File: src/sv/lptc_pkg.sv
`default_nettype none
// ----------------------------------------------------------------------------
// lptc_pkg: shared types and constants of the line printer text canonicalizer
// Character codes, operation encoding between front and back, configuration
// record and counter helpers.
// ----------------------------------------------------------------------------
package lptc_pkg;

    localparam int CNT_BITS = 16;
    typedef logic [CNT_BITS-1:0] cnt_t;
    localparam cnt_t CNT_MAX = {CNT_BITS{1'b1}};

    // character codes
    localparam logic [7:0] CH_BS      = 8'h08;
    localparam logic [7:0] CH_TAB     = 8'h09;
    localparam logic [7:0] CH_LF      = 8'h0A;
    localparam logic [7:0] CH_FF      = 8'h0C;
    localparam logic [7:0] CH_CR      = 8'h0D;
    localparam logic [7:0] CH_SPACE   = 8'h20;
    localparam logic [7:0] CH_BANG    = 8'h21;
    localparam logic [7:0] CH_QUOTE   = 8'h27;
    localparam logic [7:0] CH_LPAREN  = 8'h28;
    localparam logic [7:0] CH_RPAREN  = 8'h29;
    localparam logic [7:0] CH_DASH    = 8'h2D;
    localparam logic [7:0] CH_CARET   = 8'h5E;
    localparam logic [7:0] CH_GRAVE   = 8'h60;
    localparam logic [7:0] CH_LOWER_A = 8'h61;
    localparam logic [7:0] CH_LOWER_Z = 8'h7A;
    localparam logic [7:0] CH_LBRACE  = 8'h7B;
    localparam logic [7:0] CH_VBAR    = 8'h7C;
    localparam logic [7:0] CH_RBRACE  = 8'h7D;
    localparam logic [7:0] CH_TILDE   = 8'h7E;
    localparam logic [7:0] CASE_FOLD  = 8'h20;

    localparam cnt_t INDENT_COL = cnt_t'(8);
    localparam cnt_t TAB_STEP   = cnt_t'(8);

    // configuration register indexes
    localparam int CFG_IDX_BITS = 3;
    typedef logic [CFG_IDX_BITS-1:0] cfg_idx_t;
    localparam cfg_idx_t REG_UPPERCASE = 3'd0;
    localparam cfg_idx_t REG_INDENT    = 3'd1;
    localparam cfg_idx_t REG_EJECT     = 3'd2;
    localparam cfg_idx_t REG_LPP       = 3'd3;
    localparam cfg_idx_t REG_MAXCOL    = 3'd4;

    localparam logic [7:0] LPP_RESET    = 8'd60;
    localparam logic [7:0] MAXCOL_RESET = 8'd80;

    typedef enum logic [2:0] {
        OP_TAB,
        OP_LINE_END,
        OP_CR,
        OP_BS,
        OP_SPACE,
        OP_GLYPH
    } op_kind_t;

    typedef struct packed {
        op_kind_t   kind;
        logic [7:0] ch;     // glyph, or LF/FF for a line end
        logic       dash;   // overstrike the glyph with a dash
    } op_t;

    typedef struct packed {
        logic       indent_enable;
        logic       eject_enable;
        logic [7:0] lines_per_page;
        logic [7:0] max_columns;
    } back_cfg_t;

    typedef enum logic {
        BK_IDLE,
        BK_GLYPH
    } back_state_t;

    function automatic cnt_t sat_inc(input cnt_t v);
        sat_inc = (v == CNT_MAX) ? v : v + cnt_t'(1);
    endfunction

endpackage
`default_nettype wire

File: src/sv/lptc_front.sv
`default_nettype none
// ----------------------------------------------------------------------------
// lptc_front: character classifier
// Fold case in uppercase mode and turn each character into one operation.
// ----------------------------------------------------------------------------
module lptc_front (
    input  wire logic          [7:0] ch,
    input  wire logic                uppercase_mode,
    output lptc_pkg::op_t            op
);

    logic [7:0] c;
    logic [7:0] base;

    always_comb
    begin
        c    = ch;
        base = 8'd0;
        if (uppercase_mode)
        begin
            if (ch >= lptc_pkg::CH_LOWER_A && ch <= lptc_pkg::CH_LOWER_Z)
            begin
                c = ch - lptc_pkg::CASE_FOLD;
            end
            else
            begin
                case (ch)
                    lptc_pkg::CH_LBRACE: base = lptc_pkg::CH_LPAREN;
                    lptc_pkg::CH_RBRACE: base = lptc_pkg::CH_RPAREN;
                    lptc_pkg::CH_GRAVE:  base = lptc_pkg::CH_QUOTE;
                    lptc_pkg::CH_VBAR:   base = lptc_pkg::CH_BANG;
                    lptc_pkg::CH_TILDE:  base = lptc_pkg::CH_CARET;
                    default:             base = 8'd0;
                endcase
            end
        end

        op.ch   = c;
        op.dash = 1'b0;
        if (base != 8'd0)
        begin
            op.kind = lptc_pkg::OP_GLYPH;
            op.ch   = base;
            op.dash = 1'b1;
        end
        else
        begin
            case (c)
                lptc_pkg::CH_TAB:   op.kind = lptc_pkg::OP_TAB;
                lptc_pkg::CH_LF:    op.kind = lptc_pkg::OP_LINE_END;
                lptc_pkg::CH_FF:    op.kind = lptc_pkg::OP_LINE_END;
                lptc_pkg::CH_CR:    op.kind = lptc_pkg::OP_CR;
                lptc_pkg::CH_BS:    op.kind = lptc_pkg::OP_BS;
                lptc_pkg::CH_SPACE: op.kind = lptc_pkg::OP_SPACE;
                default:            op.kind = lptc_pkg::OP_GLYPH;
            endcase
        end
    end

endmodule
`default_nettype wire

File: src/sv/lptc_queue.sv
`default_nettype none
// ----------------------------------------------------------------------------
// lptc_queue: two-entry operation queue
// Decouple the classifier from the back end so each side stalls on its own.
// ----------------------------------------------------------------------------
module lptc_queue (
    input  wire logic          clk,
    input  wire logic          rst_n,
    input  wire logic          push_valid,
    output      logic          push_ready,
    input  wire lptc_pkg::op_t push_op,
    output      logic          pop_valid,
    input  wire logic          pop,
    output      lptc_pkg::op_t pop_op
);

    lptc_pkg::op_t entry_reg [2];
    logic          wr_ptr_reg;
    logic          wr_ptr_next;
    logic          rd_ptr_reg;
    logic          rd_ptr_next;
    logic [1:0]    count_reg;
    logic [1:0]    count_next;
    logic          do_push;
    logic          do_pop;

    assign push_ready = (count_reg != 2'd2);
    assign pop_valid  = (count_reg != 2'd0);
    assign pop_op     = entry_reg[rd_ptr_reg];
    assign do_push    = push_valid && push_ready;
    assign do_pop     = pop && pop_valid;

    always_comb
    begin
        wr_ptr_next = do_push ? ~wr_ptr_reg : wr_ptr_reg;
        rd_ptr_next = do_pop ? ~rd_ptr_reg : rd_ptr_reg;
        count_next  = count_reg;
        if (do_push && !do_pop)
        begin
            count_next = count_reg + 2'd1;
        end
        else if (do_pop && !do_push)
        begin
            count_next = count_reg - 2'd1;
        end
    end

    always_ff @(posedge clk or negedge rst_n)
    begin
        if (!rst_n)
        begin
            wr_ptr_reg <= 1'b0;
            rd_ptr_reg <= 1'b0;
            count_reg  <= 2'd0;
        end
        else
        begin
            wr_ptr_reg <= wr_ptr_next;
            rd_ptr_reg <= rd_ptr_next;
            count_reg  <= count_next;
        end
    end

    always_ff @(posedge clk)
    begin
        if (do_push)
        begin
            entry_reg[wr_ptr_reg] <= push_op;
        end
    end

endmodule
`default_nettype wire

File: src/sv/lptc_back.sv
`default_nettype none
// ----------------------------------------------------------------------------
// lptc_back: column tracker and printer sequencer
// Hold the column and line counters, carry out one operation at a time and
// emit printer beats through an output register.
// ----------------------------------------------------------------------------
module lptc_back (
    input  wire logic                clk,
    input  wire logic                rst_n,
    input  wire lptc_pkg::back_cfg_t cfg,
    input  wire logic                op_valid,
    output      logic                op_pop,
    input  wire lptc_pkg::op_t       op,
    output      logic                out_valid,
    input  wire logic                out_ready,
    output      logic          [7:0] out_char,
    output      logic          [7:0] repeat_res,
    output      logic                last
);

    lptc_pkg::back_state_t state_reg;
    lptc_pkg::back_state_t state_next;

    lptc_pkg::cnt_t l_reg;
    lptc_pkg::cnt_t l_next;
    logic [7:0]     p_reg;
    logic [7:0]     p_next;
    lptc_pkg::cnt_t lc_reg;
    lptc_pkg::cnt_t lc_next;
    logic [7:0]     gch_reg;
    logic [7:0]     gch_next;
    logic           dash_reg;
    logic           dash_next;

    logic           out_valid_reg;
    logic           out_valid_next;
    logic [7:0]     out_char_reg;
    logic [7:0]     out_char_next;
    logic [7:0]     repeat_reg;
    logic [7:0]     repeat_next;
    logic           last_reg;
    logic           last_next;

    logic           out_free;
    logic           emit;
    logic [7:0]     e_char;
    logic [7:0]     e_rep;
    logic           e_last;
    logic           go;

    lptc_pkg::cnt_t          home_col;
    lptc_pkg::cnt_t          l_inc;
    lptc_pkg::cnt_t          l_dash;
    lptc_pkg::cnt_t          p_wide;
    lptc_pkg::cnt_t          maxc_wide;
    logic [lptc_pkg::CNT_BITS:0] tab_sum;
    lptc_pkg::cnt_t          tab_col;
    lptc_pkg::cnt_t          lc_inc;
    logic                    le_emit;
    logic                    le_ff;
    logic                    need_cr;
    logic                    prints;
    logic                    need_sp;

    assign out_free   = !out_valid_reg || out_ready;
    assign out_valid  = out_valid_reg;
    assign out_char   = out_char_reg;
    assign repeat_res = repeat_reg;
    assign last       = last_reg;

    always_comb
    begin
        home_col  = cfg.indent_enable ? lptc_pkg::INDENT_COL : '0;
        l_inc     = lptc_pkg::sat_inc(l_reg);
        // logical column after printing one glyph and stepping back over it
        l_dash    = (l_reg == lptc_pkg::CNT_MAX) ? lptc_pkg::CNT_MAX - lptc_pkg::cnt_t'(1)
                                                 : l_reg;
        p_wide    = lptc_pkg::cnt_t'(p_reg);
        maxc_wide = lptc_pkg::cnt_t'(cfg.max_columns);
        tab_sum   = {1'b0, l_reg} + {1'b0, lptc_pkg::TAB_STEP};
        tab_col   = tab_sum[lptc_pkg::CNT_BITS] ? lptc_pkg::CNT_MAX
                                                : (tab_sum[lptc_pkg::CNT_BITS-1:0] & ~lptc_pkg::cnt_t'(7));
        lc_inc    = lptc_pkg::sat_inc(lc_reg);
        le_emit   = !cfg.eject_enable || (p_reg != 8'd0) || (lc_reg != '0);
        le_ff     = cfg.eject_enable && (lc_inc >= lptc_pkg::cnt_t'(cfg.lines_per_page));
        need_cr   = l_reg < p_wide;
        prints    = l_reg < maxc_wide;
        need_sp   = prints && (l_reg > p_wide);
    end

    always_comb
    begin
        state_next = state_reg;
        l_next     = l_reg;
        p_next     = p_reg;
        lc_next    = lc_reg;
        gch_next   = gch_reg;
        dash_next  = dash_reg;
        op_pop     = 1'b0;
        emit       = 1'b0;
        e_char     = lptc_pkg::CH_SPACE;
        e_rep      = 8'd1;
        e_last     = 1'b0;
        go         = 1'b0;

        case (state_reg)
            lptc_pkg::BK_IDLE:
            begin
                if (op_valid)
                begin
                    case (op.kind)
                        lptc_pkg::OP_TAB:
                        begin
                            op_pop = 1'b1;
                            l_next = tab_col;
                        end
                        lptc_pkg::OP_LINE_END:
                        begin
                            if (le_emit)
                            begin
                                emit   = 1'b1;
                                e_char = le_ff ? lptc_pkg::CH_FF : op.ch;
                                e_last = 1'b1;
                                if (out_free)
                                begin
                                    op_pop  = 1'b1;
                                    p_next  = 8'd0;
                                    // any form feed that goes out starts a new page
                                    lc_next = (le_ff || (op.ch == lptc_pkg::CH_FF)) ? '0
                                                                                    : lc_inc;
                                    l_next  = home_col;
                                end
                            end
                            else
                            begin
                                // blank page top: drop the line end
                                op_pop = 1'b1;
                                l_next = home_col;
                            end
                        end
                        lptc_pkg::OP_CR:
                        begin
                            op_pop = 1'b1;
                            l_next = home_col;
                        end
                        lptc_pkg::OP_BS:
                        begin
                            op_pop = 1'b1;
                            if (l_reg != '0)
                            begin
                                l_next = l_reg - lptc_pkg::cnt_t'(1);
                            end
                        end
                        lptc_pkg::OP_SPACE:
                        begin
                            op_pop = 1'b1;
                            l_next = l_inc;
                        end
                        lptc_pkg::OP_GLYPH:
                        begin
                            op_pop     = 1'b1;
                            gch_next   = op.ch;
                            dash_next  = op.dash;
                            state_next = lptc_pkg::BK_GLYPH;
                        end
                        default:
                        begin
                            op_pop = 1'b1;
                        end
                    endcase
                end
            end

            lptc_pkg::BK_GLYPH:
            begin
                if (need_cr)
                begin
                    // head is right of the text: return the carriage first
                    emit   = 1'b1;
                    e_char = lptc_pkg::CH_CR;
                    e_last = !(prints || (dash_reg && (l_dash < maxc_wide)));
                    go     = out_free;
                    if (go)
                    begin
                        p_next = 8'd0;
                    end
                end
                else if (need_sp)
                begin
                    emit   = 1'b1;
                    e_char = lptc_pkg::CH_SPACE;
                    e_rep  = l_reg[7:0] - p_reg;
                    go     = out_free;
                    if (go)
                    begin
                        p_next = l_reg[7:0];
                    end
                end
                else
                begin
                    if (prints)
                    begin
                        emit   = 1'b1;
                        e_char = gch_reg;
                        e_last = !dash_reg;
                    end
                    go = !prints || out_free;
                    if (go)
                    begin
                        if (prints)
                        begin
                            p_next = p_reg + 8'd1;
                        end
                        if (dash_reg)
                        begin
                            l_next    = l_dash;
                            gch_next  = lptc_pkg::CH_DASH;
                            dash_next = 1'b0;
                        end
                        else
                        begin
                            l_next     = l_inc;
                            state_next = lptc_pkg::BK_IDLE;
                        end
                    end
                end
            end

            default:
            begin
                state_next = lptc_pkg::BK_IDLE;
            end
        endcase

        // output register: load when free, hold while the receiver stalls
        out_valid_next = out_valid_reg;
        out_char_next  = out_char_reg;
        repeat_next    = repeat_reg;
        last_next      = last_reg;
        if (out_free)
        begin
            out_valid_next = emit;
            out_char_next  = e_char;
            repeat_next    = e_rep;
            last_next      = e_last;
        end
    end

    always_ff @(posedge clk or negedge rst_n)
    begin
        if (!rst_n)
        begin
            state_reg <= lptc_pkg::BK_IDLE;
        end
        else
        begin
            state_reg <= state_next;
        end
    end

    always_ff @(posedge clk or negedge rst_n)
    begin
        if (!rst_n)
        begin
            l_reg         <= '0;
            p_reg         <= 8'd0;
            lc_reg        <= '0;
            dash_reg      <= 1'b0;
            out_valid_reg <= 1'b0;
        end
        else
        begin
            l_reg         <= l_next;
            p_reg         <= p_next;
            lc_reg        <= lc_next;
            dash_reg      <= dash_next;
            out_valid_reg <= out_valid_next;
        end
    end

    always_ff @(posedge clk)
    begin
        gch_reg      <= gch_next;
        out_char_reg <= out_char_next;
        repeat_reg   <= repeat_next;
        last_reg     <= last_next;
    end

endmodule
`default_nettype wire

File: src/sv/line_printer_text_canonicalizer.sv
`default_nettype none
// ----------------------------------------------------------------------------
// line_printer_text_canonicalizer: text to printer character stream
// Tracks logical column, print head column and page line count, and turns
// each text byte into zero to six printer beats.
// ----------------------------------------------------------------------------
// Usage:
//   in   (in_valid/in_ready, ch): one text byte per beat. The classifier
//        folds case and sorts the byte into an operation that enters a
//        two-entry queue; in_ready drops only while that queue is full.
//   out  (out_valid/out_ready, out_char, repeat_res, last): one printer
//        character per beat; a run of spaces is one beat with a count, and
//        last marks the final beat caused by an input byte. Bytes that only
//        move the column produce no beat.
//   cfg  (cfg_valid/cfg_ready, cfg_index, cfg_data): register writes, always
//        ready; write only while the block is idle. Unknown indexes drop.
// Flow: an accepted byte waits in the queue; a line end's beat is loaded
//   straight into the output register, a glyph passes the glyph state first.
//   The back end takes one operation at a time: a column move is done on
//   dispatch, a line end once the output register is free, and a glyph
//   sends its beats in turn (carriage return, space run, glyph), again for
//   the dash of an overstrike, before the next operation is taken.
// Reset: counters clear, registers take their defaults (indent and eject on,
//   60 lines per page, 80 columns). When the receiver stalls, the output
//   register holds its beat, the back end waits and the queue fills.
// ----------------------------------------------------------------------------
module line_printer_text_canonicalizer (
    input  wire logic                           clk,
    input  wire logic                           rst_n,
    input  wire logic                           in_valid,
    output      logic                           in_ready,
    input  wire logic                     [7:0] ch,
    output      logic                           out_valid,
    input  wire logic                           out_ready,
    output      logic                     [7:0] out_char,
    output      logic                     [7:0] repeat_res,
    output      logic                           last,
    input  wire logic                           cfg_valid,
    output      logic                           cfg_ready,
    input  wire logic [lptc_pkg::CFG_IDX_BITS-1:0] cfg_index,
    input  wire logic                     [7:0] cfg_data
);

    // configuration registers
    logic       uppercase_reg;
    logic       indent_reg;
    logic       eject_reg;
    logic [7:0] lpp_reg;
    logic [7:0] maxcol_reg;

    lptc_pkg::op_t       front_op;
    lptc_pkg::op_t       q_op;
    logic                q_valid;
    logic                q_pop;
    lptc_pkg::back_cfg_t back_cfg;

    assign cfg_ready = 1'b1;

    always_ff @(posedge clk or negedge rst_n)
    begin
        if (!rst_n)
        begin
            uppercase_reg <= 1'b0;
            indent_reg    <= 1'b1;
            eject_reg     <= 1'b1;
            lpp_reg       <= lptc_pkg::LPP_RESET;
            maxcol_reg    <= lptc_pkg::MAXCOL_RESET;
        end
        else if (cfg_valid)
        begin
            case (cfg_index)
                lptc_pkg::REG_UPPERCASE: uppercase_reg <= cfg_data[0];
                lptc_pkg::REG_INDENT:    indent_reg    <= cfg_data[0];
                lptc_pkg::REG_EJECT:     eject_reg     <= cfg_data[0];
                lptc_pkg::REG_LPP:       lpp_reg       <= cfg_data;
                lptc_pkg::REG_MAXCOL:    maxcol_reg    <= cfg_data;
                default:                 ;
            endcase
        end
    end

    always_comb
    begin
        back_cfg.indent_enable  = indent_reg;
        back_cfg.eject_enable   = eject_reg;
        back_cfg.lines_per_page = lpp_reg;
        back_cfg.max_columns    = maxcol_reg;
    end

    // classify the incoming byte
    lptc_front u_front (
        .ch             (ch),
        .uppercase_mode (uppercase_reg),
        .op             (front_op)
    );

    // decouple the classifier from the sequencer
    lptc_queue u_queue (
        .clk        (clk),
        .rst_n      (rst_n),
        .push_valid (in_valid),
        .push_ready (in_ready),
        .push_op    (front_op),
        .pop_valid  (q_valid),
        .pop        (q_pop),
        .pop_op     (q_op)
    );

    // advance the counters and emit printer beats
    lptc_back u_back (
        .clk        (clk),
        .rst_n      (rst_n),
        .cfg        (back_cfg),
        .op_valid   (q_valid),
        .op_pop     (q_pop),
        .op         (q_op),
        .out_valid  (out_valid),
        .out_ready  (out_ready),
        .out_char   (out_char),
        .repeat_res (repeat_res),
        .last       (last)
    );

endmodule
`default_nettype wire
File: config.mk
export PLATFORM = sky130hd
export DESIGN_NAME = line_printer_text_canonicalizer
export DESIGN_NICKNAME = d
export VERILOG_FILES = /design/src/sv/lptc_pkg.sv /design/src/sv/lptc_front.sv /design/src/sv/lptc_queue.sv /design/src/sv/lptc_back.sv /design/src/sv/line_printer_text_canonicalizer.sv
export SDC_FILE = /design/constraint.sdc
export NUM_CORES = 1
export LEC_CHECK = 0
export BUFFER_PORTS_ARGS = -buffer_cell sky130_fd_sc_hd__buf_2
export CAP_MARGIN = 10
export CORE_MARGIN = 3
export CORE_UTILIZATION = 50
export CTS_CLUSTER_DIAMETER = 150
export DETAILED_ROUTE_END_ITERATION = 6
export PLACE_DENSITY = 0.67
export SLEW_MARGIN = 10
export SYNTH_ARGS = -nofsm -noshare
export SYNTH_HDL_FRONTEND = slang
export SYNTH_SLANG_ARGS = --single-unit
File: constraint.sdc
create_clock -name clk -period 6.7 [get_ports clk]
set_input_delay 1.34 -clock clk [delete_from_list [all_inputs] [get_ports clk]]
set_output_delay 1.34 -clock clk [all_outputs]
set_load 0.01 [all_outputs]
==> run summary <==
=================================================================================================================
Status                                                                                               finished clean
Final-report max-slew violation count                                                                           0
Worst r2r src                                                                                        u_back.lc_reg[1]$_DFFE_PN0P_
Cells after Synth                                                                                             919
Period minus WS final                                                                                     4.49 ns
Core utilization of the finished layout                                                                     56.2%
Area of placed instances                                                                                 8500 µm²
Die width                                                                                                  134 µm
Unrepaired setup endpoints after global routing                                                             false
Arithmetic-cell share of the synthesized area counting full adders, half adders and majority gates          6.63%
MaxCap Viol Count                                                                                               0
Pin count of the biggest net entering global routing                                                           67
Tightest Hold Check Type                                                                                  reg2reg
Number of DRC markers after the initial detailed-route iteration                                              677
Final Hold Violating Endpoints                                                                                  0
Initial Utilization                                                                                         51.4%
Multi-input gate area in the final layout                                                                4640 µm²
Global-route wire length before repair                                                                    35.3 mm
Worst Setup EP                                                                                       u_back.out_char[3]$_DFFE_PP_
Final worst setup slack                                                                                   2.21 ns
Post-synthesis xor/xnor area fraction                                                                       4.26%
DRC Markers                                                                                                     0
Leakage power of the design                                                                               3.64 nW
CTS H-tree lvls                                                                                                 4
Largest driver fanout on the critical path                                                                     14
Row Count                                                                                                      46
Number of cells traversed by the worst register-to-register path                                               16
Via count                                                                                                    7372
Root cell of the clock tree                                                                          sky130_fd_sc_hd__clkbuf_16
Yosys synthesis warning count                                                                                   0
Number of nets in the layout                                                                                  996
Overall die area                                                                                        18000 µm²
Total Power                                                                                             0.00343 W
Worst slack, placed                                                                                       2.27 ns
Final wirelength                                                                                          22.2 mm
Accumulated negative setup slack                                                                             0 ns
R2R Path End                                                                                         u_back.out_char[3]$_DFFE_PP_
Die Span Y                                                                                                 134 µm
First element of the critical path                                                                   u_back.lc_reg[1]$_DFFE_PN0P_
Simple-gate share of the synthesized area                                                                   20.3%
Crit-path slowest cell                                                                               sky130_fd_sc_hd__nor4_1
Global route total overflow                                                                                     0
Critical Path Max Stage Delay                                                                             0.70 ns
Type of element launching the critical path                                                              register
Flip-flop and latch count after synthesis                                                                     115
Synthesized net count                                                                                         986
Drt wl/cell                                                                                               19.2 µm
Capturing element type of the critical path                                                              register
Vias in the first global route                                                                               6777
Cell area after synthesis                                                                                8220 µm²
Met3 capacity usage during global routing                                                                   5.06%
Compound-gate portion of the synthesized area                                                               21.0%
Areal power density over the cells                                                                     381 nW/µm²
Drt pass-1 iters                                                                                                5
Post-Syn Area per Cell                                                                                   8.95 µm²
Synth cell types                                                                                               81
Via/cell ratio                                                                                               6.37
Ports                                                                                                          44
Crit share post-route                                                                                       67.0%
Design Area, Final                                                                                       9000 µm²
Met1 Use GR                                                                                                 33.7%
Clk slew on worst S/H paths                                                                               0.05 ns
Largest family of logic cells by synthesized area                                                    compound AO/OA/AOI/OAI gates
Mux share of post-synthesis cell area                                                                       4.14%
Arrival time of the worst setup path                                                                      4.65 ns
Flip-flop count of the largest register after layout                                                           24
Number of enable-type register cells in the synthesized netlist                                                49
Routability cong.                                                                                           0.948
Critical path required time                                                                               6.87 ns
Ratio of cells with drive above 1 in the final layout                                                       12.4%
Layout fillers                                                                                               1460
Fmax achieved                                                                                             223 MHz
Share of synthesized area occupied by flip-flops and latches                                                38.1%
Most used cells in the layout excluding fill and tap cells                                           sky130_fd_sc_hd__nand2_1 (95), sky130_fd_sc_hd__o21ai_0 (62), sky130_fd_sc_hd__dfrtp_1 (58)
Antenna fix cells                                                                                               0
Area used by sequential logic in the layout                                                              3130 µm²
Number of antenna-violating nets in the routed design                                                           0
Share of async-settable or async-resettable flops after synthesis                                           57.4%
Gr usage total                                                                                              24.6%
Layout-stage area growth over the synthesis result                                                          9.39%
Clock tree sinks                                                                                              115
Input/output buffers                                                                                           42
Cells along the critical path                                                                        ha_1, and3_1, nand2_1, nor4_1, or2_2, nor2_1, xor2_1, ha_1, a21o_1, a21o_1, a221oi_1, o211ai_1, o41ai_2, buf_4, o21ai_0, a221o_1
Post-CTS Repair Setup Buffers                                                                                   0
Type of the setup path with the least slack                                                               reg2reg
Maximum clock insertion buffer count                                                                            2
Most Crowded Layer GR                                                                                        met2
Prevailing post-synth register cell                                                                  sky130_fd_sc_hd__dfrtp_1
Half-perimeter wire length after detailed placement                                                       15.4 mm
CTS tree                                                                                                      yes
Hold Buf Count CTS                                                                                              0
Register-to-Register Setup Slack                                                                          2.21 ns
Peak supply drop                                                                                         0.261 mV
Latest clock arrival within the worst-skew pair                                                           0.42 ns
Worst Tran Pin Value                                                                                      1.22 ns
CTS buffer count                                                                                               17
Final setup violating endpoints                                                                                 0
GR Util met2                                                                                                38.0%
Post-CTS sizing                                                                                                 0
Area of the core                                                                                        16000 µm²
Most common library cell in the layout ignoring fill and taps                                        sky130_fd_sc_hd__nand2_1
Worst clock skew on the final layout                                                                   0.00896 ns
Worst rel slew slack                                                                                        18.2%
Initial antenna violation count                                                                                 0
=================================================================================================================
==> layout make-up <==
type | instances | area share (%)
multi-input cells | 694 | 51.6
clock buffers | 24 | 5.02
flip-flops and latches | 115 | 34.8
inverters | 51 | 2.13
clock inverters | 8 | 0.459
repair buffers | 50 | 3.00
well taps | 216 | 3.00
==> routing by layer <==
layer  up-vias  wire length [µm]
met5         -                 0
met4         0               704
met3        79              1660
met2       345             10000
met1      3497              9830
li1       3451                 -
==> worst min-delay path by stage <==
stage                                         from                              to  slack [ns]  cells after the start
detailed placement  u_queue.wr_ptr_reg$_DFFE_PN0P_  u_queue.wr_ptr_reg$_DFFE_PN0P_        0.49                      1
global route        u_queue.wr_ptr_reg$_DFFE_PN0P_  u_queue.wr_ptr_reg$_DFFE_PN0P_        0.52                      1
global placement    u_queue.wr_ptr_reg$_DFFE_PN0P_  u_queue.wr_ptr_reg$_DFFE_PN0P_        0.47                      1
floorplan           u_queue.wr_ptr_reg$_DFFE_PN0P_  u_queue.wr_ptr_reg$_DFFE_PN0P_        0.46                      1
CTS                 u_queue.wr_ptr_reg$_DFFE_PN0P_  u_queue.wr_ptr_reg$_DFFE_PN0P_        0.50                      1
finish              u_queue.wr_ptr_reg$_DFFE_PN0P_  u_queue.wr_ptr_reg$_DFFE_PN0P_        0.51                      1
==> cells by family after synthesis <==
kind of cell / after synthesis
DFF: 115
AOI/OAI and AO/OA: 250
other: 1
muxes: 32
buffers and inverters: 110
xor gates and xnor gates: 40
adders and majority gates: 43
and+or+nand+nor: 328
==> metrics by stage <==
stage          std cells  hold slack (ns)
5_1_grt             1158            0.523
3_3_place_gp        1126            0.475
3_5_place_dp        1126            0.491
6_report            1158            0.506
4_1_cts             1158            0.501
2_1_floorplan        919            0.461
==> worst max-delay path, delay by kind of cell (launching register included) <==
| family | cells | cell delay (ns) |
|---|---|---|
| AOI/OAI and AO/OA | 7 | 1.51 |
| and+or+nand+nor | 5 | 1.39 |
| adders and majority gates | 2 | 0.48 |
| DFF | 1 | 0.37 |
| buffers and inverters | 1 | 0.27 |
| xor gates and xnor gates | 1 | 0.20 |
==> cell usage after synthesis, types with 6 or more instances <==
cell | n | area (µm²)
sky130_fd_sc_hd__a21o_1 | 15 | 113
sky130_fd_sc_hd__a21oi_1 | 31 | 155
sky130_fd_sc_hd__a31oi_1 | 19 | 119
sky130_fd_sc_hd__a32oi_1 | 6 | 52.6
sky130_fd_sc_hd__a41oi_1 | 6 | 52.6
sky130_fd_sc_hd__and2_1 | 7 | 43.8
sky130_fd_sc_hd__and3_1 | 13 | 81.3
sky130_fd_sc_hd__clkbuf_1 | 47 | 176
sky130_fd_sc_hd__dfrtp_1 | 58 | 1450
sky130_fd_sc_hd__dfstp_2 | 8 | 210
sky130_fd_sc_hd__edfxtp_1 | 49 | 1470
sky130_fd_sc_hd__ha_1 | 42 | 526
sky130_fd_sc_hd__inv_1 | 51 | 191
sky130_fd_sc_hd__mux2_2 | 16 | 180
sky130_fd_sc_hd__mux2i_1 | 16 | 160
sky130_fd_sc_hd__nand2_1 | 95 | 357
sky130_fd_sc_hd__nand2b_1 | 12 | 75.1
sky130_fd_sc_hd__nand3_1 | 35 | 175
sky130_fd_sc_hd__nand4_1 | 20 | 125
sky130_fd_sc_hd__nor2_1 | 57 | 214
sky130_fd_sc_hd__nor2b_1 | 6 | 37.5
sky130_fd_sc_hd__nor3_1 | 25 | 125
sky130_fd_sc_hd__nor4_1 | 16 | 100
sky130_fd_sc_hd__o211ai_1 | 11 | 82.6
sky130_fd_sc_hd__o21a_1 | 12 | 90.1
sky130_fd_sc_hd__o21ai_0 | 62 | 310
sky130_fd_sc_hd__o22ai_1 | 13 | 81.3
sky130_fd_sc_hd__o31ai_1 | 6 | 45.0
sky130_fd_sc_hd__or3_1 | 7 | 43.8
sky130_fd_sc_hd__xnor2_1 | 24 | 210
sky130_fd_sc_hd__xor2_1 | 16 | 140
==> power by group <==
part           internal [W]  leakage [nW]  switching [W]
logic              0.000570          2.10       0.000857
clock network      0.000465         0.245       0.000315
registers          0.000967          1.30       0.000257
(Power assumes the default switching activity.)
